File: src/rtl/rtsw_pkg.sv
// ----------------------------------------------------------------------------
// rtsw_pkg
// Shared constants, types and the taper polynomial coefficients.
// ----------------------------------------------------------------------------
`timescale 1ns / 1ps
`default_nettype none
package rtsw_pkg;

	// Default field widths.
	localparam int COORD_BITS_DEF  = 16;
	localparam int SAMPLE_BITS_DEF = 16;

	// Configuration port.
	localparam int REG_W = 16;
	localparam int IDX_W = 2;
	localparam logic [IDX_W-1:0] REG_START  = 2'd0;
	localparam logic [IDX_W-1:0] REG_END    = 2'd1;
	localparam logic [IDX_W-1:0] REG_HEIGHT = 2'd2;

	localparam logic [REG_W-1:0] START_RST  = 16'd0;
	localparam logic [REG_W-1:0] END_RST    = 16'd4096;
	localparam logic [REG_W-1:0] HEIGHT_RST = 16'd0;

	// Weight format Q1.15: unity.
	localparam logic [15:0] W_ONE = 16'h8000;

	// Taper position and polynomial formats.
	localparam int QW    = 17;
	localparam int PW    = 30;
	localparam int VW    = 32;
	localparam int PRODW = PW + VW;
	localparam logic [QW-1:0] U_HALF = 17'd32768;
	localparam logic [QW-1:0] U_FULL = 17'd65536;

	localparam logic [PW-1:0] ONE_Q28 = 30'd268435456;
	localparam logic [PW-1:0] COEF_B1 = 30'd662337939;
	localparam logic [PW-1:0] COEF_B2 = 30'd544751120;
	localparam logic [PW-1:0] COEF_B3 = 30'd179215935;
	localparam logic [PW-1:0] COEF_B4 = 30'd31585276;
	localparam logic [PW-1:0] COEF_B5 = 30'd3463742;
	localparam int N_TERMS = 5;

	// Weight classes decided from the radius.
	localparam logic [1:0] MODE_ZERO  = 2'd0;
	localparam logic [1:0] MODE_ONE   = 2'd1;
	localparam logic [1:0] MODE_TAPER = 2'd2;

	typedef struct packed {
		logic [REG_W-1:0] start_radius;
		logic [REG_W-1:0] end_radius;
		logic [REG_W-1:0] edge_height;
	} cfg_t;

	// Constant subtracted at each Horner step, innermost first.
	function automatic logic [PW-1:0] poly_coef(input int k);
		logic [PW-1:0] c;
		unique case (k)
			0: c = COEF_B4;
			1: c = COEF_B3;
			2: c = COEF_B2;
			3: c = COEF_B1;
			default: c = ONE_Q28;
		endcase
		return c;
	endfunction

endpackage
`default_nettype wire

File: src/rtl/rtsw_radius.sv
// ----------------------------------------------------------------------------
// rtsw_radius
// Sum of squares of three coordinates and a one-bit-per-stage square root.
// ----------------------------------------------------------------------------
`timescale 1ns / 1ps
`default_nettype none
module rtsw_radius #(
	parameter int CB    = 16,
	parameter int TAG_W = 32
) (
	input  wire logic           clk,
	input  wire logic           arst_n,
	input  wire logic           ce,
	input  wire logic           in_valid,
	input  wire logic [CB-1:0]  coord_x,
	input  wire logic [CB-1:0]  coord_y,
	input  wire logic [CB-1:0]  coord_z,
	input  wire logic [TAG_W-1:0] in_tag,
	output logic                out_valid,
	output logic [CB:0]         radius,
	output logic [TAG_W-1:0]    out_tag
);
	import rtsw_pkg::*;

	localparam int RB = CB + 1;
	localparam int SW = 2 * RB;
	localparam int RW = RB + 2;

	logic [CB-1:0] mx_s1, my_s1, mz_s1;
	logic [2*CB-1:0] sx_s2, sy_s2, sz_s2;
	logic [TAG_W-1:0] tag_s1, tag_s2;
	logic vld_s1, vld_s2;

	logic [SW-1:0] sqrt_rad_s [RB+1];
	logic [RW-1:0] sqrt_rem_s [RB+1];
	logic [RB-1:0] sqrt_root_s [RB+1];
	logic [TAG_W-1:0] sqrt_tag_s [RB+1];
	logic sqrt_vld_s [RB+1];

	// Valid bits of the front stages.
	always_ff @(posedge clk or negedge arst_n) begin
		if (!arst_n) begin
			vld_s1 <= 1'b0;
			vld_s2 <= 1'b0;
			sqrt_vld_s[0] <= 1'b0;
		end else if (ce) begin
			vld_s1 <= in_valid;
			vld_s2 <= vld_s1;
			sqrt_vld_s[0] <= vld_s2;
		end
	end

	// Magnitudes, squares and their sum.
	always_ff @(posedge clk) begin
		if (ce) begin
			mx_s1 <= coord_x[CB-1] ? (CB'(0) - coord_x) : coord_x;
			my_s1 <= coord_y[CB-1] ? (CB'(0) - coord_y) : coord_y;
			mz_s1 <= coord_z[CB-1] ? (CB'(0) - coord_z) : coord_z;
			tag_s1 <= in_tag;
			sx_s2 <= mx_s1 * mx_s1;
			sy_s2 <= my_s1 * my_s1;
			sz_s2 <= mz_s1 * mz_s1;
			tag_s2 <= tag_s1;
			sqrt_rad_s[0] <= SW'(sx_s2) + SW'(sy_s2) + SW'(sz_s2);
			sqrt_rem_s[0] <= '0;
			sqrt_root_s[0] <= '0;
			sqrt_tag_s[0] <= tag_s2;
		end
	end

	// Square root: each stage brings in two radicand bits and settles one root bit.
	for (genvar k = 0; k < RB; k++) begin : g_sqrt
		logic [RW-1:0] rem_sh;
		logic [RW-1:0] trial;
		logic ge;

		always_comb begin
			rem_sh = {sqrt_rem_s[k][RW-3:0], sqrt_rad_s[k][SW-1:SW-2]};
			trial  = {sqrt_root_s[k], 2'b01} ;
			ge     = rem_sh >= trial;
		end

		always_ff @(posedge clk or negedge arst_n) begin
			if (!arst_n) begin
				sqrt_vld_s[k+1] <= 1'b0;
			end else if (ce) begin
				sqrt_vld_s[k+1] <= sqrt_vld_s[k];
			end
		end

		always_ff @(posedge clk) begin
			if (ce) begin
				sqrt_rad_s[k+1]  <= {sqrt_rad_s[k][SW-3:0], 2'b00};
				sqrt_rem_s[k+1]  <= ge ? (rem_sh - trial) : rem_sh;
				sqrt_root_s[k+1] <= {sqrt_root_s[k][RB-2:0], ge};
				sqrt_tag_s[k+1]  <= sqrt_tag_s[k];
			end
		end
	end

	assign out_valid = sqrt_vld_s[RB];
	assign radius    = sqrt_root_s[RB];
	assign out_tag   = sqrt_tag_s[RB];

endmodule
`default_nettype wire

File: config.mk
export PLATFORM = sky130hd
export DESIGN_NAME = rtsw_radius
export DESIGN_NICKNAME = d
export VERILOG_FILES = /design/src/rtl/rtsw_pkg.sv /design/src/rtl/rtsw_radius.sv
export SDC_FILE = /design/constraint.sdc
export NUM_CORES = 2
export LEC_CHECK = 0
export BUFFER_PORTS_ARGS = -buffer_cell sky130_fd_sc_hd__buf_2
export CORE_MARGIN = 1.5
export CORE_UTILIZATION = 45
export DETAILED_ROUTE_END_ITERATION = 6
export HOLD_SLACK_MARGIN = 0.05
export PLACE_DENSITY = 0.69
export SKIP_LAST_GASP = 1
export SYNTH_ARGS = -nofsm -noshare
export SYNTH_HDL_FRONTEND = slang
export SYNTH_SLANG_ARGS = --single-unit
File: constraint.sdc
create_clock -name clk -period 7.1 [get_ports clk]
set_clock_uncertainty 0.05 [all_clocks]
set_input_delay 0.355 -clock clk [delete_from_list [all_inputs] [get_ports clk]]
set_output_delay 0.355 -clock clk [all_outputs]
set_load 0.1 [all_outputs]
## Word level (Yosys, flattened, before mapping)

Memory sizes are Yosys's and may differ from the RTL's.
Cells that the tools add are included.

| operators by class | value |
|---|---|
| reductions and logical operators | 0 |
| magnitude comparators | 17 |
| $mul | 3 |
| shift-type cells | 0 |
| divide/modulo/power cells | 0 |
| $add $sub $neg | 22 |
| multiplexer cells | 22 |
| bitwise gates (word level) | 0 |
| eq/ne operators | 0 |

Operator list:

| cell | count |
|---|---|
| 19-bit >= comparator | 17 |
| 19-bit 2-to-1 mux | 17 |
| 19-bit subtractor | 17 |
| 16-bit by 16-bit multiplier with 32-bit output | 3 |
| 1-bit by 16-bit subtractor with 16-bit output (first input constant) | 3 |
| 15-bit 2-to-1 mux | 3 |
| 33-bit by 32-bit adder with 34-bit output | 1 |
| 32-bit by 32-bit adder with 33-bit output | 1 |
| 1-bit 2-to-1 mux | 2 |

| storage, ports and cells | value |
|---|---|
| register bits after elaboration | 228 |
| output and inout bits | 50 |
| bits in writable memories | 1836 |
| logic and storage cells | 99 |
| latch bits | 0 |
| ROM bits | 0 |
| input bits | 84 |
| memories | 4 |

Memory list:

| name | words | width | read ports | clocked after memory_dff | write ports | line | source |
|---|---|---|---|---|---|---|---|
| sqrt_rad_s | 18 | 34 | 17 | 0 | 18 | rtsw_radius.sv:34 | `logic [SW-1:0] sqrt_rad_s [RB+1];` |
| sqrt_tag_s | 18 | 32 | 18 | 0 | 18 | rtsw_radius.sv:37 | `logic [TAG_W-1:0] sqrt_tag_s [RB+1];` |
| sqrt_rem_s | 18 | 19 | 17 | 0 | 18 | rtsw_radius.sv:35 | `logic [RW-1:0] sqrt_rem_s [RB+1];` |
| sqrt_root_s | 18 | 17 | 18 | 0 | 18 | rtsw_radius.sv:36 | `logic [RB-1:0] sqrt_root_s [RB+1];` |

## Longest topological paths before layout

An unclocked memory read counts as a cell.

| depth | value |
|---|---|
| depth in word-level cells | 3 |
| mapped depth | 25 |
| mapped depth without buffers | 24 |

## Worst setup path before layout

No wires, ideal clock.

| timing path | value |
|---|---|
| kind | register -> register |
| start point | register mx_s1[14] |
| end point | register sx_s2[31] (data pin) |
| stages on the path, launching flop included | 24 |
| period minus slack after synthesis | 6292 ps |
| arrival | 5982 ps |
| path buffers | 3 |
| data required time | 6790 ps |
| path slack | 808 ps |
| path through | edfxtp_1 > clkbuf_1 > clkbuf_1 > nand2_1 > fa_1 > fa_1 > inv_1 > fa_1 > fa_1 > fa_1 > inv_1 > fa_1 > inv_1 > ha_1 > clkbuf_1 > a21o_1 > nand2_1 > nand2_1 > or4_1 > o221ai_2 > a21oi_1 > a211o_1 > a21oi_1 > xnor2_1 |

| on the way | value |
|---|---|
| word-level cells in the longest chain between the ends | 1 |

Ends and longest elaborated chain:

| what | line | source |
|---|---|---|
| from (decl) | rtsw_radius.sv:29 | `logic [CB-1:0] mx_s1, my_s1, mz_s1;` |
| from (signal assigned) | rtsw_radius.sv:56 | `mx_s1 <= coord_x[CB-1] ? (CB'(0) - coord_x) : coord_x;` |
| 16-bit by 16-bit multiplier with 32-bit output | rtsw_radius.sv:60 | `sx_s2 <= mx_s1 * mx_s1;` |
| to (signal assigned) | rtsw_radius.sv:60 |  |
| to (decl) | rtsw_radius.sv:30 | `logic [2*CB-1:0] sx_s2, sy_s2, sz_s2;` |

Every way passes these cells.
A chain may end at the register's enable or synchronous reset.

## Final worst setup path

| timing path | value |
|---|---|
| start point | register mx_s1[13] |
| end point | register sx_s2[31] (data pin) |

The elaborated chain is that of the path after synthesis.

==> flow_summary.yaml <==
status:
  outcome: "complete, but fails checks"
  violations: "DRC"
synth:
  synth_cell_types: 91
  synth_area_leaders: "edfxtp_1 56%, fa_1 13%, ha_1 7.8%, inv_1 4.6%, xnor2_1 2.5%"
  synthCells: 6013
  synth_top_area_share_pct: 55.6
  yosysWarnings: 0
  ys_async_sr_fraction_pct: 1.32
  synth_top_cells_by_count: "1494 x edfxtp_1, 999 x inv_1, 519 x fa_1"
  synth_edf_count: 1494
  syn-mean-instance-area_sq_um: 13.4
  yosys_most_used_dff: "edfxtp_1"
  synth_most_common_cell: "edfxtp_1"
  yosys.area.top_type: "edfxtp_1"
  syn_area_sq_mm: 0.0807
  synth-seq-cells: 1514
  ys_seq_area_share_pct: 56.2
worst_setup_path:
  critPathMaxStageDelay_ps: 760
  critPathLaunchType: "flop"
  crit_path_end: "sx_s2[31]$_DFFE_PP_"
  required_ps: 7580
  r2r_end: "sx_s2[31]$_DFFE_PP_"
  worstSetupStartpoint: "mx_s1[13]$_DFFE_PP_"
  worstPathMaxFanout: 15
  reg2reg_depth: 20
  path_common_cell: "fa_1"
  worst_r2r_startpoint: "mx_s1[13]$_DFFE_PP_"
  cp_slowest_cell: "edfxtp_1"
  criticalPathCategory: "reg -> reg"
  path_buf_inv: 3
  crit_chain: "nand2_1, fa_1, fa_1, inv_1, fa_1, fa_1, fa_1, inv_1, fa_1, inv_1, ha_1, a21o_1, nand2_1, nand2_1, or4_1, o221ai_2, a21oi_1, a211o_1, a21oi_1, xnor2_1"
  worstSetupEndpointType: "flop"
  rrSetupSlack_ps: 380
  path_depth: 20
  crit_family: "adder cells"
  arrival_ps: 7200
timing:
  rsz0062_at_grt: "false"
  final_hold_viol_count: 0
  holdWs_ps: 214
  worstMarginPinSlew_ps: 1090
  timing.final.crit_share_pct: 94.6
  drv_slew: 0
  setup_tns_ps: 0
  finalSetupViolCount: 0
  fin_crit_ps: 6720
  slew_headroom_pct: 27.6
  fmaxAchievable_mhz: 149
final_layout:
  fin_area_sq_mm: 0.0908
  area_delta_synth_final_pct: 12.6
  diodes: 0
  instances_no_fill: 8828
  nets: 7453
  drive_above_1_share_pct: 8.13
  num-fill-cells: 14800
worst_hold_path:
  min_path_type: "in -> reg"
detailed_routing:
  drc_errors: 4
  drt-total-wl_um: 143000
  antenna_left: 0
  vias: 43900
  avgViaCountPerCell: 4.97
  drt_iter0_markers: 2664
  first_pass_iters: 7
  wl_per_cell_um: 16.2
placed_design:
  hpwl_um: 104000
  place.gp.congestion: 0.873
  place_inst: 8431
  io_buffers: 133
  postPlaceCellArea_sq_mm: 0.0843
global_routing:
  grt_overflow: 0
  grt_pass1_wl_um: 234000
  grt_max_degree: 173
  grt_pass1_vias: 45800
  antenna_found_initial: 0
  track_usage_pct: 16.1
clocking:
  cts.sinks: 1514
  cts_htree_levels: 4
  cts_tree: "done"
  root_buffer: "clkbuf_16"
  cts_setup_buffers: 0
  cts_buffer_depth: 3
  cts_buffers: 157
  clk_latency_ps: 800
  path_clk_slew_ps: 70
floorplanning:
  fp.dieW_um: 426
  core_sq_mm: 0.178
  num_rows: 155
  initial_core_util_pct: 45.3
  die-height_um: 426
  dieArea_sq_mm: 0.182
  top_level_ports: 134
run:
  max_cap_violations: 0
metrics by stage:
step | utilization, % | setup WS [ps]
3_3_place_gp | 47.3 | 476
4_1_cts | 51.0 | 337
5_1_grt | 51.0 | 3.45
2_1_floorplan | - | 808
3_5_place_dp | 47.3 | 353
6_report | 51.0 | 383
repair_timing:
| action | in CTS | in global routing |
|---|---|---|
| endpoints found under the hold margin | 119 | 0 |
| resized for setup | 0 | 0 |
| setup endpoints to repair | 0 | 0 |
| hold buffers | 115 | 0 |
logic make-up (layout without fill, tap and decap cells):
logic type / after synthesis / after routing / share of synthesized area (%)
flip-flops: 1514 / 1514 / 56.2
other: 1 / 4 / 0.00465
multiplexers: 55 / 55 / 0.760
adder cells (fa/ha/maj): 1019 / 1019 / 20.6
XOR/XNOR: 344 / 344 / 3.73
buffers and inverters: 1114 / 1571 / 5.22
AND/OR/NAND/NOR: 1190 / 1190 / 7.12
AO/OA/AOI/OAI: 776 / 776 / 6.32
sequential cells by signal, summed over array words and instances (netlist names):
signal and flops:
mx_s1 16, my_s1 16, mz_s1 16, out_valid 1
sqrt_rad_s 306, sqrt_rem_s 254, sqrt_root_s 153, sqrt_tag_s 576
sqrt_vld_s 17, sx_s2 31, sy_s2 31, sz_s2 31
tag_s1 32, tag_s2 32, vld_s1 1, vld_s2 1
layout by cell type, fill, tap and decap left out, types with 25 or more instances in the layout:
master and count:
xnor2_1 230, o21a_1 52, nand4_1 34, dlygate4sd3_1 115, clkbuf_16 157, nand2_1 415
edfxtp_1 1494, a21oi_1 221, xor2_1 114, ha_1 500, o31ai_1 30, clkbuf_1 25
nor2_1 241, nand3_1 54, fa_1 519, a21o_1 102, clkinv_1 25, nor4_1 28
buf_4 35, nor3_1 65, o21bai_1 27, nor2b_1 46, or3_1 34, nand2b_1 48
buf_2 132, o21ai_0 150, inv_1 999, and2_1 137, mux2_2 50
layout make-up:
class                   instances  area (sq um)  area share (%)
multi-input cells            3388         31100            34.3
clock buffers                 184          4050            4.46
repair buffers                290          2230            2.46
clock inverters                98          1360            1.49
well taps                    2355          2950            3.24
flip-flops and latches       1514         45400            49.9
inverters                     999          3750            4.13
how the worst min path moves through the flow:
stage | startpoint | cells past startpoint | to | slack, ps
2_1_floorplan | arst_n | 0 | out_valid$_DFFE_PN0P_ | 9
3_3_place_gp | arst_n | 1 | sqrt_vld_s[1]$_DFFE_PN0P_ | 260
3_5_place_dp | arst_n | 1 | sqrt_vld_s[2]$_DFFE_PN0P_ | 270
4_1_cts | in_tag[20] | 2 | tag_s1[20]$_DFFE_PP_ | 120
5_1_grt | in_tag[22] | 2 | tag_s1[22]$_DFFE_PP_ | 140
6_report | in_tag[22] | 2 | tag_s1[22]$_DFFE_PP_ | 210
metal layers:
metal	wire [um]	vias up	global-route usage [%]
met4	3850	0	5.08
met3	4950	247	2.70
li1	-	21300	-
met1	58400	21700	19.3
met5	0	-	0
met2	75500	675	29.2
Power is not shown: default switching activity piles up to over one toggle a cycle in this logic, so the estimate is an artifact.
