<file path="src/rtl/rtsw_pkg.sv">
// ----------------------------------------------------------------------------
// rtsw_pkg
// Shared constants, types and the taper polynomial coefficients.
// ----------------------------------------------------------------------------
`timescale 1ns / 1ps
`default_nettype none
package rtsw_pkg;

	// Default field widths.
	localparam int COORD_BITS_DEF  = 16;
	localparam int SAMPLE_BITS_DEF = 16;

	// Configuration port.
	localparam int REG_W = 16;
	localparam int IDX_W = 2;
	localparam logic [IDX_W-1:0] REG_START  = 2'd0;
	localparam logic [IDX_W-1:0] REG_END    = 2'd1;
	localparam logic [IDX_W-1:0] REG_HEIGHT = 2'd2;

	localparam logic [REG_W-1:0] START_RST  = 16'd0;
	localparam logic [REG_W-1:0] END_RST    = 16'd4096;
	localparam logic [REG_W-1:0] HEIGHT_RST = 16'd0;

	// Weight format Q1.15: unity.
	localparam logic [15:0] W_ONE = 16'h8000;

	// Taper position and polynomial formats.
	localparam int QW    = 17;
	localparam int PW    = 30;
	localparam int VW    = 32;
	localparam int PRODW = PW + VW;
	localparam logic [QW-1:0] U_HALF = 17'd32768;
	localparam logic [QW-1:0] U_FULL = 17'd65536;

	localparam logic [PW-1:0] ONE_Q28 = 30'd268435456;
	localparam logic [PW-1:0] COEF_B1 = 30'd662337939;
	localparam logic [PW-1:0] COEF_B2 = 30'd544751120;
	localparam logic [PW-1:0] COEF_B3 = 30'd179215935;
	localparam logic [PW-1:0] COEF_B4 = 30'd31585276;
	localparam logic [PW-1:0] COEF_B5 = 30'd3463742;
	localparam int N_TERMS = 5;

	// Weight classes decided from the radius.
	localparam logic [1:0] MODE_ZERO  = 2'd0;
	localparam logic [1:0] MODE_ONE   = 2'd1;
	localparam logic [1:0] MODE_TAPER = 2'd2;

	typedef struct packed {
		logic [REG_W-1:0] start_radius;
		logic [REG_W-1:0] end_radius;
		logic [REG_W-1:0] edge_height;
	} cfg_t;

	// Constant subtracted at each Horner step, innermost first.
	function automatic logic [PW-1:0] poly_coef(input int k);
		logic [PW-1:0] c;
		unique case (k)
			0: c = COEF_B4;
			1: c = COEF_B3;
			2: c = COEF_B2;
			3: c = COEF_B1;
			default: c = ONE_Q28;
		endcase
		return c;
	endfunction

endpackage
`default_nettype wire

</file>
<file path="src/rtl/rtsw_scale.sv">
// ----------------------------------------------------------------------------
// rtsw_scale
// Multiplies both sample parts by the weight with rounding to nearest.
// ----------------------------------------------------------------------------
`timescale 1ns / 1ps
`default_nettype none
module rtsw_scale #(
	parameter int SB = 16
) (
	input  wire logic          clk,
	input  wire logic          arst_n,
	input  wire logic          ce,
	input  wire logic          in_valid,
	input  wire logic [15:0]   weight,
	input  wire logic [SB-1:0] sample_re,
	input  wire logic [SB-1:0] sample_im,
	output logic               out_valid,
	output logic [SB-1:0]      out_re,
	output logic [SB-1:0]      out_im
);
	import rtsw_pkg::*;

	localparam int MW = SB + 16;

	logic [SB-1:0] mre_s1, mim_s1;
	logic nre_s1, nim_s1, nre_s2, nim_s2;
	logic [15:0] w_s1;
	logic [MW-1:0] pre_s2, pim_s2;
	logic [MW-1:0] rre, rim;
	logic [SB-1:0] out_re_s3, out_im_s3;
	logic vld_s1, vld_s2, vld_s3;

	always_ff @(posedge clk or negedge arst_n) begin
		if (!arst_n) begin
			vld_s1 <= 1'b0;
			vld_s2 <= 1'b0;
			vld_s3 <= 1'b0;
		end else if (ce) begin
			vld_s1 <= in_valid;
			vld_s2 <= vld_s1;
			vld_s3 <= vld_s2;
		end
	end

	// Round the magnitude product, then restore the sign.
	assign rre = (pre_s2 + MW'(16384)) >> 15;
	assign rim = (pim_s2 + MW'(16384)) >> 15;

	always_ff @(posedge clk) begin
		if (ce) begin
			nre_s1 <= sample_re[SB-1];
			nim_s1 <= sample_im[SB-1];
			mre_s1 <= sample_re[SB-1] ? (SB'(0) - sample_re) : sample_re;
			mim_s1 <= sample_im[SB-1] ? (SB'(0) - sample_im) : sample_im;
			w_s1   <= weight;
			pre_s2 <= mre_s1 * w_s1;
			pim_s2 <= mim_s1 * w_s1;
			nre_s2 <= nre_s1;
			nim_s2 <= nim_s1;
			out_re_s3 <= nre_s2 ? (SB'(0) - rre[SB-1:0]) : rre[SB-1:0];
			out_im_s3 <= nim_s2 ? (SB'(0) - rim[SB-1:0]) : rim[SB-1:0];
		end
	end

	assign out_valid = vld_s3;
	assign out_re    = out_re_s3;
	assign out_im    = out_im_s3;

endmodule
`default_nettype wire

</file>
<file path="config.mk">
export PLATFORM = sky130hd
export DESIGN_NAME = rtsw_scale
export DESIGN_NICKNAME = d
export VERILOG_FILES = /design/src/rtl/rtsw_pkg.sv /design/src/rtl/rtsw_scale.sv
export SDC_FILE = /design/constraint.sdc
export NUM_CORES = 1
export LEC_CHECK = 0
export BUFFER_PORTS_ARGS = -buffer_cell sky130_fd_sc_hd__buf_2
export CAP_MARGIN = 5
export CORE_AREA = 2 2 274 276
export CTS_CLUSTER_SIZE = 8
export DETAILED_ROUTE_END_ITERATION = 7
export DIE_AREA = 0 0 276 278
export PLACE_DENSITY_LB_ADDON = 0.1
export SLEW_MARGIN = 10
export SYNTH_ARGS = -nofsm -noshare
export SYNTH_HDL_FRONTEND = slang
export SYNTH_SLANG_ARGS = --single-unit
</file>
<file path="constraint.sdc">
create_clock -name clk -period 14.97 [get_ports clk]
set_input_delay 1.497 -clock clk [delete_from_list [all_inputs] [get_ports clk]]
set_output_delay 1.497 -clock clk [all_outputs]
set_load 0.03 [all_outputs]
</file>
Word-level counts from Yosys, hierarchy flattened
Index checks and enable logic that the tools add are counted.
Storage, ports and cells
  register bits after elaboration: 149
  latch bits: 0
  memory bits (writable): 0
  ROM bits: 0
  input port bits: 52
  output and inout port bits: 33
  logic and storage cells: 28
  memories: 0
Cells by class
  $add $sub $neg: 6
  multiply operators: 2
  div/mod/pow operators: 0
  magnitude comparators: 0
  equality and inequality tests: 0
  shift-type cells: 0
  mux-type cells: 4
  bitwise operators: 0
  reductions and logical operators: 0
Operators with widths (number)
  subtractor 1 x 16 -> 16 bit, first input constant: 4
  adder 31 x 15 -> 31 bit, second input constant: 2
  multiplier 16 x 16 -> 31 bit: 2
  two-way mux 16 bit: 2
  two-way mux 15 bit: 2

Longest topological paths before layout
Gate-level depths: netlist (run 1).
  word-level depth: 3
  mapped depth: 23
  mapped depth without buffers: 22

Worst setup path before layout (run 1)
OpenSTA, ideal clock, no wires.
  path kind: register -> register
  start point: reg mre_s1[7]
  end point: reg pre_s2[23], data pin
  library setup time: 265 ps
  arrival time: 5813 ps
  required time: 14705 ps
  setup slack: 8892 ps
  cell stages (with the launch flop): 24
  path buffers: 2
  period minus slack after synthesis: 6078 ps
  cells stage by stage: edfxtp_1 clkbuf_1 nand2_1 fa_1 inv_1 fa_1 inv_1 fa_1 inv_1 fa_1 fa_1 inv_1 fa_1 inv_1 ha_1 clkbuf_1 nand4_1 a2111oi_0 o41ai_1 o211a_1 o21ai_0 a21oi_1 o21ai_0 xor2_1
Between the ends
  word-level cells in the longest chain between the ends: 1
RTL lines
  start: declaration: RTL line rtsw_scale.sv:25  | logic [SB-1:0] mre_s1, mim_s1;
  start signal: assignment: RTL line rtsw_scale.sv:53  | mre_s1 <= sample_re[SB-1] ? (SB'(0) - sample_re) : sample_re;
  multiplier 16 x 16 -> 31 bit: RTL line rtsw_scale.sv:56  | pre_s2 <= mre_s1 * w_s1;
  end signal: assignment: RTL line rtsw_scale.sv:56
  end: declaration: RTL line rtsw_scale.sv:28  | logic [MW-1:0] pre_s2, pim_s2;
Every way passes these cells.
A chain may end at the register's enable or synchronous reset.

Worst setup path in the final report (run 1)
  start point: reg mre_s1[12]
  end point: reg pre_s2[23], data pin
Same word-level chain as after synthesis.

==> results.md, run 1 <==
* Status: finished, violations left
* Failing checks: design-rule violations
* IO buf count at 84
* Iter 0 DRT Violations at 813
* Vias/cell at 4.68
* WL/cell at 17.0 µm
* Slew Limit Fails at 0
* Slew @ Worst Pin at 1.18 ns
* Syn Inst Count at 2,317
* Antenna Cells at 0
* Vias in the first global route at 16,900
* Final setup violation count at 0
* CTS H-Tree Depth at 4
* Post-Syn Area at 0.0220 mm²
* Post-synthesis mux area share at 0.489%
* Chip Height at 278 µm
* Syn Area/Cell at 9.49 µm²
* Slew HR at 20.1%
* Largest fanout on the critical path at 16
* Hold Crit Class: register to register
* Syn-to-layout area delta at 8.95%
* Crit end category: register
* Tcrit/Tclk final at 44.2%
* Synth Register Bits at 121
* Net Count, Synth at 2,953
* Distinct cell type count after synthesis at 63
* GRT overflow at 0
* RD Place Congestion at 0.808
* Filler Cell Count at 7,748
* Synth Area in Simple Gates at 16.0%
* Worst path required time at 15.18 ns
* Initial antenna violation count at 0
* DRC at 7
* Row count at 100
* Fin Setup TNS at 0 ns
* Share of cells above drive strength 1 at 6.63%
* EDFF count, synth at 118
* Placed Cells at 3,289
* Primary FF master, synth: edfxtp_1
* Die ar. at 0.0767 mm²
* Adder-cell share of the synthesized area at 46.3%
* Register area share after synthesis at 16.5%
* Post-cts resize count at 0
* Pin count of the biggest net entering global routing at 69
* Hold_buf cts at 0
* Fin crit period at 6.61 ns
* Total CTS buffers at 17
* TritonCTS Sinks at 121
* Nets at 2,975
* Non-filler cells, final at 3,321
* Compound-gate portion of the synthesized area at 5.62%
* Critical path arrival at 6.82 ns
* Routed Wire Length at 56,400 µm
* Clock buffer depth at 2
* CTS tree: built
* Number of hold violations in the final report at 0
* Post-Synth XOR/XNOR Area at 5.26%
* Fmax at 151 MHz
* Setup crit start kind: register
* Fin worst setup slack at 8.36 ns
* Synth async-reset ratio at 2.48%
* Post-DP HPWL at 42,700 µm
* Clk_skew at 0.0237 ns
* Clock edge transition at the registers on the reported setup and hold paths at 0.08 ns
* Latest clock arrival within the worst-skew pair at 0.49 ns
* Total vias in the final route at 15,500
* Clock root buffer: clkbuf_16
* Ys Warns at 0
* Largest family of logic cells by synthesized area: adder cells
* MaxCap Viol Count at 0
* I/O Pins at 85
* Drt pass-1 iters at 7
* Post-CTS Setup Bufs at 0
* RSZ-0062 raised after global routing: no
* Die X-Extent at 276 µm
* Gr usage total at 15.6%
* First-pass GRT wire length at 93,500 µm
* Dpl ws at 8.41 ns
* Final ANT Viol Nets at 0
* Core area at 0.0738 mm²
* Starting Density at 29.8%
* Critical setup path kind: register to register
layer usage:
| metal | global-route usage, % | up-vias | wire [µm] |
|---|---|---|---|
| li1 | - | 7195 | - |
| met1 | 22.4 | 8059 | 28100 |
| met2 | 24.9 | 245 | 25800 |
| met3 | 1.97 | 45 | 1700 |
| met4 | 3.83 | 0 | 886 |
| met5 | 0 | - | 0 |
layout by cell type (no fill, tap or decap), types with 6 or more instances in the layout:
master / count
nand4_1: 14
nor3_1: 19
xnor2_1: 102
xor2_1: 30
o21ai_0: 49
nor2_1: 28
nand2_1: 340
and3_1: 10
a21oi_1: 49
inv_1: 465
o31ai_1: 10
a211oi_1: 7
buf_4: 22
edfxtp_1: 118
mux2_2: 6
fa_1: 384
and2_1: 225
clkbuf_16: 17
buf_2: 83
a21boi_0: 6
or3_1: 6
o21bai_1: 11
a31oi_1: 7
ha_1: 200
nand3_1: 27
a21o_1: 19
worst max-delay path, stage by stage (launching register included):
cell and delay [ns]:
edfxtp_1 0.87, nand2_1 0.18, fa_1 0.53, fa_1 0.52, fa_1 0.52, inv_1 0.06, fa_1 0.44, fa_1 0.51
inv_1 0.05, fa_1 0.48, inv_1 0.04, ha_1 0.39, nand4_1 0.18, a2111oi_0 0.31, o41ai_1 0.18, o211a_1 0.20
o21ai_0 0.38, a21oi_1 0.18, o21ai_0 0.21, xor2_1 0.10
per-stage QoR:
| step | hold WS (ns) | util, % | cell area, µm² |
|---|---|---|---|
| 2_1_floorplan | 0.400 | - | 22000 |
| 3_3_place_gp | 0.418 | 31.7 | 23400 |
| 3_5_place_dp | 0.407 | 31.7 | 23400 |
| 4_1_cts | 0.421 | 32.5 | 24000 |
| 5_1_grt | 0.424 | 32.5 | 24000 |
| 6_report | 0.419 | 32.5 | 24000 |
sequential cells by signal, indices dropped and copies added, names as in the netlist:
| name | count |
|---|---|
| nim_s2 | 1 |
| vld_s2 | 1 |
| nre_s1 | 1 |
| w_s1 | 16 |
| nim_s1 | 1 |
| pim_s2 | 17 |
| nre_s2 | 1 |
| mre_s1 | 16 |
| mim_s1 | 16 |
| pre_s2 | 17 |
| out_im | 16 |
| vld_s1 | 1 |
| out_valid | 1 |
| out_re | 16 |
area by class of cell:
type                            instances  area [µm²]  area share, %
Multi-Input combinational cell       1628       16200           67.7
Sequential cell                       121        3620           15.1
Inverter                              465        1750           7.29
Tap cell                              969        1210           5.06
Timing Repair Buffer                  106         592           2.47
Clock buffer                           17         425           1.78
Clock inverter                         15         153          0.637
worst paths after layout:
path                                   end  slack [ns]        from  cells past startpoint
min in group asynchronous           vld_s2        0.81      arst_n                      1
worst max-delay path            pre_s2[23]        8.36  mre_s1[12]                     19
worst max register to register  pre_s2[23]        8.36  mre_s1[12]                     19
worst min register to register      nim_s2        0.42      nim_s1                      0
max in group asynchronous        out_valid       14.06      arst_n                      1
worst min-delay path                nim_s2        0.42      nim_s1                      0
cell usage after synthesis, types with 3 or more instances:
library cell | n | share of area (%)
inv_1 | 465 | 7.9
fa_1 | 384 | 35
nand2_1 | 340 | 5.8
and2_1 | 225 | 6.4
ha_1 | 200 | 11
edfxtp_1 | 118 | 16
xnor2_1 | 102 | 4.1
clkbuf_1 | 94 | 1.6
a21oi_1 | 49 | 1.1
o21ai_0 | 49 | 1.1
xor2_1 | 30 | 1.2
nor2_1 | 28 | 0.48
nand3_1 | 27 | 0.61
a21o_1 | 19 | 0.65
nor3_1 | 19 | 0.43
nand4_1 | 14 | 0.40
o21bai_1 | 11 | 0.38
and3_1 | 10 | 0.28
o31ai_1 | 10 | 0.34
a211oi_1 | 7 | 0.24
a31oi_1 | 7 | 0.20
buf_4 | 7 | 0.24
a21boi_0 | 6 | 0.20
mux2_2 | 6 | 0.31
or3_1 | 6 | 0.17
nand2b_1 | 5 | 0.14
nor2b_1 | 5 | 0.14
o41ai_1 | 5 | 0.20
and4_1 | 4 | 0.16
mux2i_1 | 4 | 0.18
nor4_1 | 4 | 0.11
o211ai_1 | 4 | 0.14
o21a_1 | 4 | 0.14
a2111oi_0 | 3 | 0.12
a32oi_1 | 3 | 0.12
dfrtp_1 | 3 | 0.34
or4_1 | 3 | 0.10
cell families (layout without fill, tap and decap cells):
kind of cell,after synthesis,count (layout)
AND/OR/NAND/NOR,707,707
AO/OA/AOI/OAI,195,195
buffers and inverters,568,603
adder cells (fa/ha/maj),584,584
flip-flops,121,121
XOR/XNOR,132,132
multiplexers,10,10
Power of run 1 is left out: the tool's default activity adds up to more than one toggle a clock period on the data nets, which glitch-free logic cannot reach.
==> run 2: changes to the inputs <==
- ABC_AREA: unset -> 1
- CORE_AREA: 2 2 274 276 -> 2 2 282 284
- DIE_AREA: 0 0 276 278 -> 0 0 284 286
- clock period: 14.97 -> 5.4 ns (I/O delays scaled with it)
==> results.md, run 2 <==
* Worst path required time at 5.63 ns (-9.55 ns)
* CTS tree: built
* Row count at 103 (+3.0%)
* Antenna Cells at 0 (unchanged)
* Clock edge transition at the registers on the reported setup and hold paths at 0.07 ns (about the same)
* Final ANT Viol Nets at 0 (unchanged)
* Most frequent cell after synthesis: nand2_1
* Critical path arrival at 5.73 ns (-1.09 ns)
* Register area share after synthesis at 15.6% (-0.90 points)
* Setup crit start kind: register
* Hold Crit Start: weight[2]
* Top cell types by occurrence after synthesis: nand2_1 (815), inv_1 (793), fa_1 (384)
* Primary FF master, synth: edfxtp_1
* CTS H-Tree Depth at 4 (unchanged)
* Vias in the first global route at 20,000 (+19%)
* Filler Cell Count at 8,232 (+6.2%)
* Clock root buffer: clkbuf_16
* Met2 GRT Util at 26.6% (+1.7 points)
* Clock buffer depth at 2 (unchanged)
* Reg2reg setup slack at -0.10 ns (-8.46 ns)
* Non-filler cells, final at 4,234 (+27%)
* Clk_skew at 0.0157 ns (-0.00801 ns)
* Slew HR at 55.3% (+35 points)
* Distinct cell type count after synthesis at 38 (-40%)
* Commonest non-fill, non-tap cells in the layout: nand2_1 (790), inv_1 (773), fa_1 (370)
* Slew @ Worst Pin at 0.671 ns (-0.510 ns)
* Fin worst setup slack at -0.102 ns (-8.46 ns)
* Pin count of the biggest net entering global routing at 48 (-30%)
* Die X-Extent at 284 µm (+2.9%)
* WHS at 0.227 ns (-0.192 ns)
* Tcrit/Tclk final at 102% (+58 points)
* Routed Wire Length at 65,500 µm (+16%)
* Latest clock arrival within the worst-skew pair at 0.49 ns (about the same)
* Post-Syn Area at 0.0233 mm² (+5.8%)
* Leading area contributor after synthesis: fa_1
* Failing checks: negative setup slack
* Share of cells above drive strength 1 at 17.8% (+11 points)
* Met1 Usage GRT at 24.3% (+1.9 points)
* Met3 Usage GRT at 2.03% (+0.053 points)
* Syn-to-layout area delta at 22.1%
* Hold Crit Class: primary input to register
* Commonest non-fill, non-tap cell in the layout: nand2_1
* Post-DP HPWL at 54,000 µm (+26%)
* Worst Setup SP: w_s1[4]
* Syn Inst Count at 2,944 (+27%)
* Chip Height at 286 µm (+2.9%)
* Total vias in the final route at 18,500 (+19%)
* Top Registers: pim_s2 (17), pre_s2 (17)
* Ys Warns at 0 (unchanged)
* IO buf count at 84 (unchanged)
* Fmax at 182 MHz (+20%)
* Gr usage total at 16.8% (+1.2 points)
* Top cells by area, synth: fa_1 (33%), edfxtp_1 (15%), nand2_1 (13%)
* Synth async-reset ratio at 2.48% (unchanged)
* Placed Cells at 4,171 (+27%)
* Iter 0 DRT Violations at 928 (+14%)
* Syn Area/Cell at 7.90 µm² (-17%)
* Final setup violation count at 7 (+7)
* Largest fanout on the critical path at 6 (-10)
* Initial antenna violation count at 1 (+1)
* First-pass GRT wire length at 108,000 µm (+16%)
* Drt pass-1 iters at 5 (-2)
* Core area at 0.0784 mm² (+6.1%)
* Die ar. at 0.0812 mm² (+5.9%)
* TritonCTS Sinks at 121 (unchanged)
* I/O Pins at 85 (unchanged)
* Crit end category: register
* EDFF count, synth at 118 (unchanged)
* MaxCap Viol Count at 0 (unchanged)
* Critical setup path kind: register to register
* Nets at 3,807 (+28%)
* Synth Register Bits at 121 (unchanged)
* Yosys top cell area share at 33.1% (-1.9 points)
* Total CTS buffers at 17 (unchanged)
* DRC at 0 (-7)
* Starting Density at 29.7% (-0.11 points)
* Status: finished, violations left
* Fin Setup TNS at -0.199 ns (-0.199 ns)
* Net Count, Synth at 3,580 (+21%)
* Slew Limit Fails at 0 (unchanged)
* GRT overflow at 0 (unchanged)
* Top Usage Layer GRT: met2
* WL/cell at 15.5 µm (-8.9%)
* Number of hold violations in the final report at 0 (unchanged)
* Fin crit period at 5.50 ns (-1.11 ns)
* Vias/cell at 4.38 (-6.5%)
* RD Place Congestion at 0.828 (+2.5%)
* RSZ-0062 raised after global routing: yes
* Worst r2r src: w_s1[4]
## run 2: cell types whose count changed in the layout (fill, tap and decap cells not counted), sizes merged, moves of 9 or more
cell   previous run  this run
o21ai            51        64
nor2             30       123
o31ai            10         1
xor2             30        64
a21o             19         5
xnor2           102        24
nand2           341       830
and3             10         0
and2            225         0
a21oi            49        76
buf             106       320
nand3            28        62
inv             466       803
## run 2: worst paths after layout
kind | endpoint | depth (start not counted)
max | pre_s2[28] | 22
min | w_s1[2] | 1
max reg2reg | pre_s2[28] | 22
min reg2reg | nim_s2 | 0
max in group asynchronous | out_valid | 2
min in group asynchronous | vld_s1 | 2
## run 2: cell type report
class | instances | area [µm²] | area share (%)
multi-input combinational | 1913 | 17200 | 60.7
sequential | 121 | 3620 | 12.7
inverter | 797 | 2990 | 10.5
timing repair buffer | 321 | 2650 | 9.32
tap | 1050 | 1310 | 4.63
clock buffer | 18 | 429 | 1.51
clock inverter | 14 | 161 | 0.568
## run 2: cell families after synthesis
logic type / after synthesis / synth area share, %
multiplexers: 1 / 0.0484
flip-flops: 121 / 15.6
adder cells (fa/ha/maj): 584 / 43.8
AO/OA/AOI/OAI: 172 / 4.09
buffers and inverters: 910 / 14.7
XOR/XNOR: 88 / 3.31
AND/OR/NAND/NOR: 1068 / 18.5
## run 2: critical path, stage by stage (launching register included)
cell and delay, ns:
edfxtp_1 0.45, buf_12 0.18, buf_12 0.13, nand2_1 0.05
inv_1 0.04, fa_1 0.48, inv_1 0.05, fa_1 0.46
fa_1 0.49, inv_1 0.05, fa_1 0.48, fa_1 0.52
fa_1 0.60, ha_4 0.25, a21oi_4 0.18, buf_6 0.11
o21ai_2 0.06, a21oi_2 0.17, inv_2 0.08, a31oi_4 0.20
nand2_1 0.08, nand2_1 0.08, nand2_2 0.06
## run 2: per-layer routing
layer / routed length, µm / vias up
met2: 29400 / 304
met1: 32900 / 9115
met5: 0 / -
met4: 1060 / 0
li1: - / 9067
met3: 2070 / 50
## run 2: through the flow
stage          utilization [%]  setup slack [ns]  cell area, µm²
5_1_grt                   36.2            -0.296           28400
6_report                  36.2            -0.102           28400
3_5_place_dp              33.7            -0.257           26400
2_1_floorplan                -            0.0247           23300
3_3_place_gp              33.7            -0.208           26400
4_1_cts                   35.4           -0.0903           27700
## run 2: what timing repair did
item	4_1_cts	5_1_grt
gates cloned	1	0
endpoints found under the setup margin	33	34
setup buffers	8	24
hold buffers	1	0
pin swaps	20	82
hold endpoints to repair	3	0
gates resized for setup	144	142
Power of run 2 is left out for the same reason.
==> run 3: changes to the inputs <==
- ABC_AREA: 1 -> unset
- CORE_AREA: 2 2 282 284 -> 2 2 274 276
- CTS_CLUSTER_DIAMETER: unset -> 30
- DIE_AREA: 0 0 284 286 -> 0 0 276 278
==> results.md, run 3 (synthesized netlist as in run 1, its figures left out) <==
* Status: finished, violations left
* Failing checks: design-rule violations, negative setup slack
* FF+latch area at 0.00362 mm² (unchanged)
* Slew Limit Fails at 0 (unchanged)
* Post-route cell area at 0.0267 mm² (-5.8%)
* Worst r2r src: w_s1[4]
* Die ar. at 0.0767 mm² (-5.5%)
* Fin worst setup slack at -0.473 ns (-0.371 ns)
* Die X-Extent at 276 µm (-2.8%)
* Final setup violation count at 33 (+26)
* Slew @ Worst Pin at 0.792 ns (+0.121 ns)
* Post-DP HPWL at 47,900 µm (-11%)
* WHS at 0.230 ns (+0.00289 ns)
* Fmax at 170 MHz (-6.3%)
* CTS tree: built
* Vias in the first global route at 17,600 (-12%)
* Slew HR at 47.2% (-8.1 points)
* Hold Crit Class: primary input to register
* Clock edge transition at the registers on the reported setup and hold paths at 0.07 ns (about the same)
* DRC at 12 (+12)
* Critical path arrival at 6.10 ns (+0.37 ns)
* CTS H-Tree Depth at 4 (unchanged)
* Worst Hold Path Cells at 1 (unchanged)
* Commonest non-fill, non-tap cell in the layout: inv_1
* Share of cells above drive strength 1 at 18.7% (+0.87 points)
* Final core utilization at 36.2% (about the same)
* Critical setup path kind: register to register
* Total vias in the final route at 16,300 (-12%)
* Starting Density at 29.8% (+0.11 points)
* GRT overflow at 0 (unchanged)
* Fin crit period at 5.87 ns (+0.371 ns)
* Setup crit start kind: register
* Gr usage total at 16.1% (-0.77 points)
* Tcrit/Tclk final at 109% (+6.9 points)
* Routed Wire Length at 58,000 µm (-11%)
* Latest clock arrival within the worst-skew pair at 0.49 ns (about the same)
* Top Registers: pim_s2 (17), pre_s2 (17)
* MaxCap Viol Count at 0 (unchanged)
* Drt pass-1 iters at 6 (+1)
* Nets at 3,221 (-15%)
* Worst path required time at 5.63 ns (about the same)
* Multi-input gate area at 0.0167 mm² (-3.2%)
* Placed Cells at 3,513 (-16%)
* Filler Cell Count at 7,542 (-8.4%)
* Clock root buffer: clkbuf_16
* Total CTS buffers at 17 (unchanged)
* R2R Path End: pre_s2[30]
* Final ANT Viol Nets at 0 (unchanged)
* RD Place Congestion at 0.796 (-3.8%)
* First-pass GRT wire length at 96,700 µm (-10%)
* Row count at 100 (-2.9%)
* Iter 0 DRT Violations at 767 (-17%)
* Commonest non-fill, non-tap cells in the layout: inv_1 (457), fa_1 (376), nand2_1 (337)
* Clock buffer depth at 2 (unchanged)
* Reg2reg setup slack at -0.47 ns (-0.37 ns)
* Crit end category: register
* I/O Pins at 85 (unchanged)
* Clk_skew at 0.0164 ns (+0.000736 ns)
* Vias/cell at 4.57 (+4.3%)
* Core area at 0.0738 mm² (-5.8%)
* DP Area at 0.0256 mm² (-3.2%)
* Syn-to-layout area delta at 21.6%
* Worst reg2reg path depth at 23 (+4.5%)
* TritonCTS Sinks at 121 (unchanged)
* Hold Crit Start: weight[14]
* Endpoint of the worst hold path: w_s1[14]
* Pin count of the biggest net entering global routing at 77 (+60%)
* Chip Height at 278 µm (-2.8%)
* Initial antenna violation count at 1 (unchanged)
* Largest fanout on the critical path at 5 (-1)
* IO buf count at 84 (unchanged)
* Number of hold violations in the final report at 0 (unchanged)
* WL/cell at 16.3 µm (+5.1%)
* Non-filler cells, final at 3,568 (-16%)
* RSZ-0062 raised after global routing: yes
==> run 3: worst max-delay path, cell delays in order, from the launching register on <==
cell and delay [ns]:
edfxtp_1 0.41, buf_6 0.14, buf_6 0.12, and2_4 0.13, fa_1 0.53, inv_1 0.05
fa_1 0.49, fa_1 0.43, fa_1 0.49, inv_1 0.05, fa_1 0.48, inv_1 0.05
fa_1 0.49, inv_2 0.05, ha_4 0.26, nand4_1 0.16, buf_4 0.21, nor2_4 0.11
a31oi_4 0.11, o221ai_4 0.31, a31oi_4 0.17, o21ai_2 0.18, a21oi_2 0.07, xnor2_1 0.13
==> run 3: timing repair <==
action	CTS	global route
hold buffers	1	0
hold endpoints to repair	3	0
endpoints found under the setup margin	34	34
gates cloned	0	1
gates resized for setup	43	54
pin swaps	14	19
buffers inserted	13	7
==> run 3: through the flow <==
step / setup WS [ns] / TNS (ns)
global placement: -0.585 / -12.60
floorplan: -0.247 / -1.47
CTS: -0.509 / -11.47
global route: -0.704 / -19.01
finish: -0.473 / -11.24
detailed placement: -0.596 / -13.63
==> run 3: worst max path at each step <==
stage	cells after the start	from	slack [ns]	to
finish	23	w_s1[4]	-0.47	pre_s2[30]
detailed placement	20	mre_s1[9]	-0.60	pre_s2[28]
floorplan	22	w_s1[6]	-0.25	pre_s2[23]
global placement	20	mre_s1[9]	-0.58	pre_s2[22]
global route	22	w_s1[4]	-0.70	pre_s2[23]
CTS	21	w_s1[4]	-0.51	pre_s2[28]
==> run 3: metal layers <==
metal | wire, µm | global-route usage (%) | vias to the layer above
met5 | 13 | 0 | -
met3 | 2190 | 2.30 | 40
met2 | 26100 | 24.8 | 253
met4 | 842 | 4.11 | 2
met1 | 28800 | 23.5 | 8301
li1 | - | - | 7695
==> run 3: final cells by class <==
cell class | instances | area share (%)
Antenna cell | 1 | 0.00936
Inverter | 465 | 6.53
Timing Repair Buffer | 352 | 10.8
Sequential cell | 121 | 13.5
Tap cell | 969 | 4.53
Clock buffer | 17 | 1.59
Multi-Input combinational cell | 1628 | 62.4
Clock inverter | 15 | 0.566
Power of run 3 is left out for the same reason.
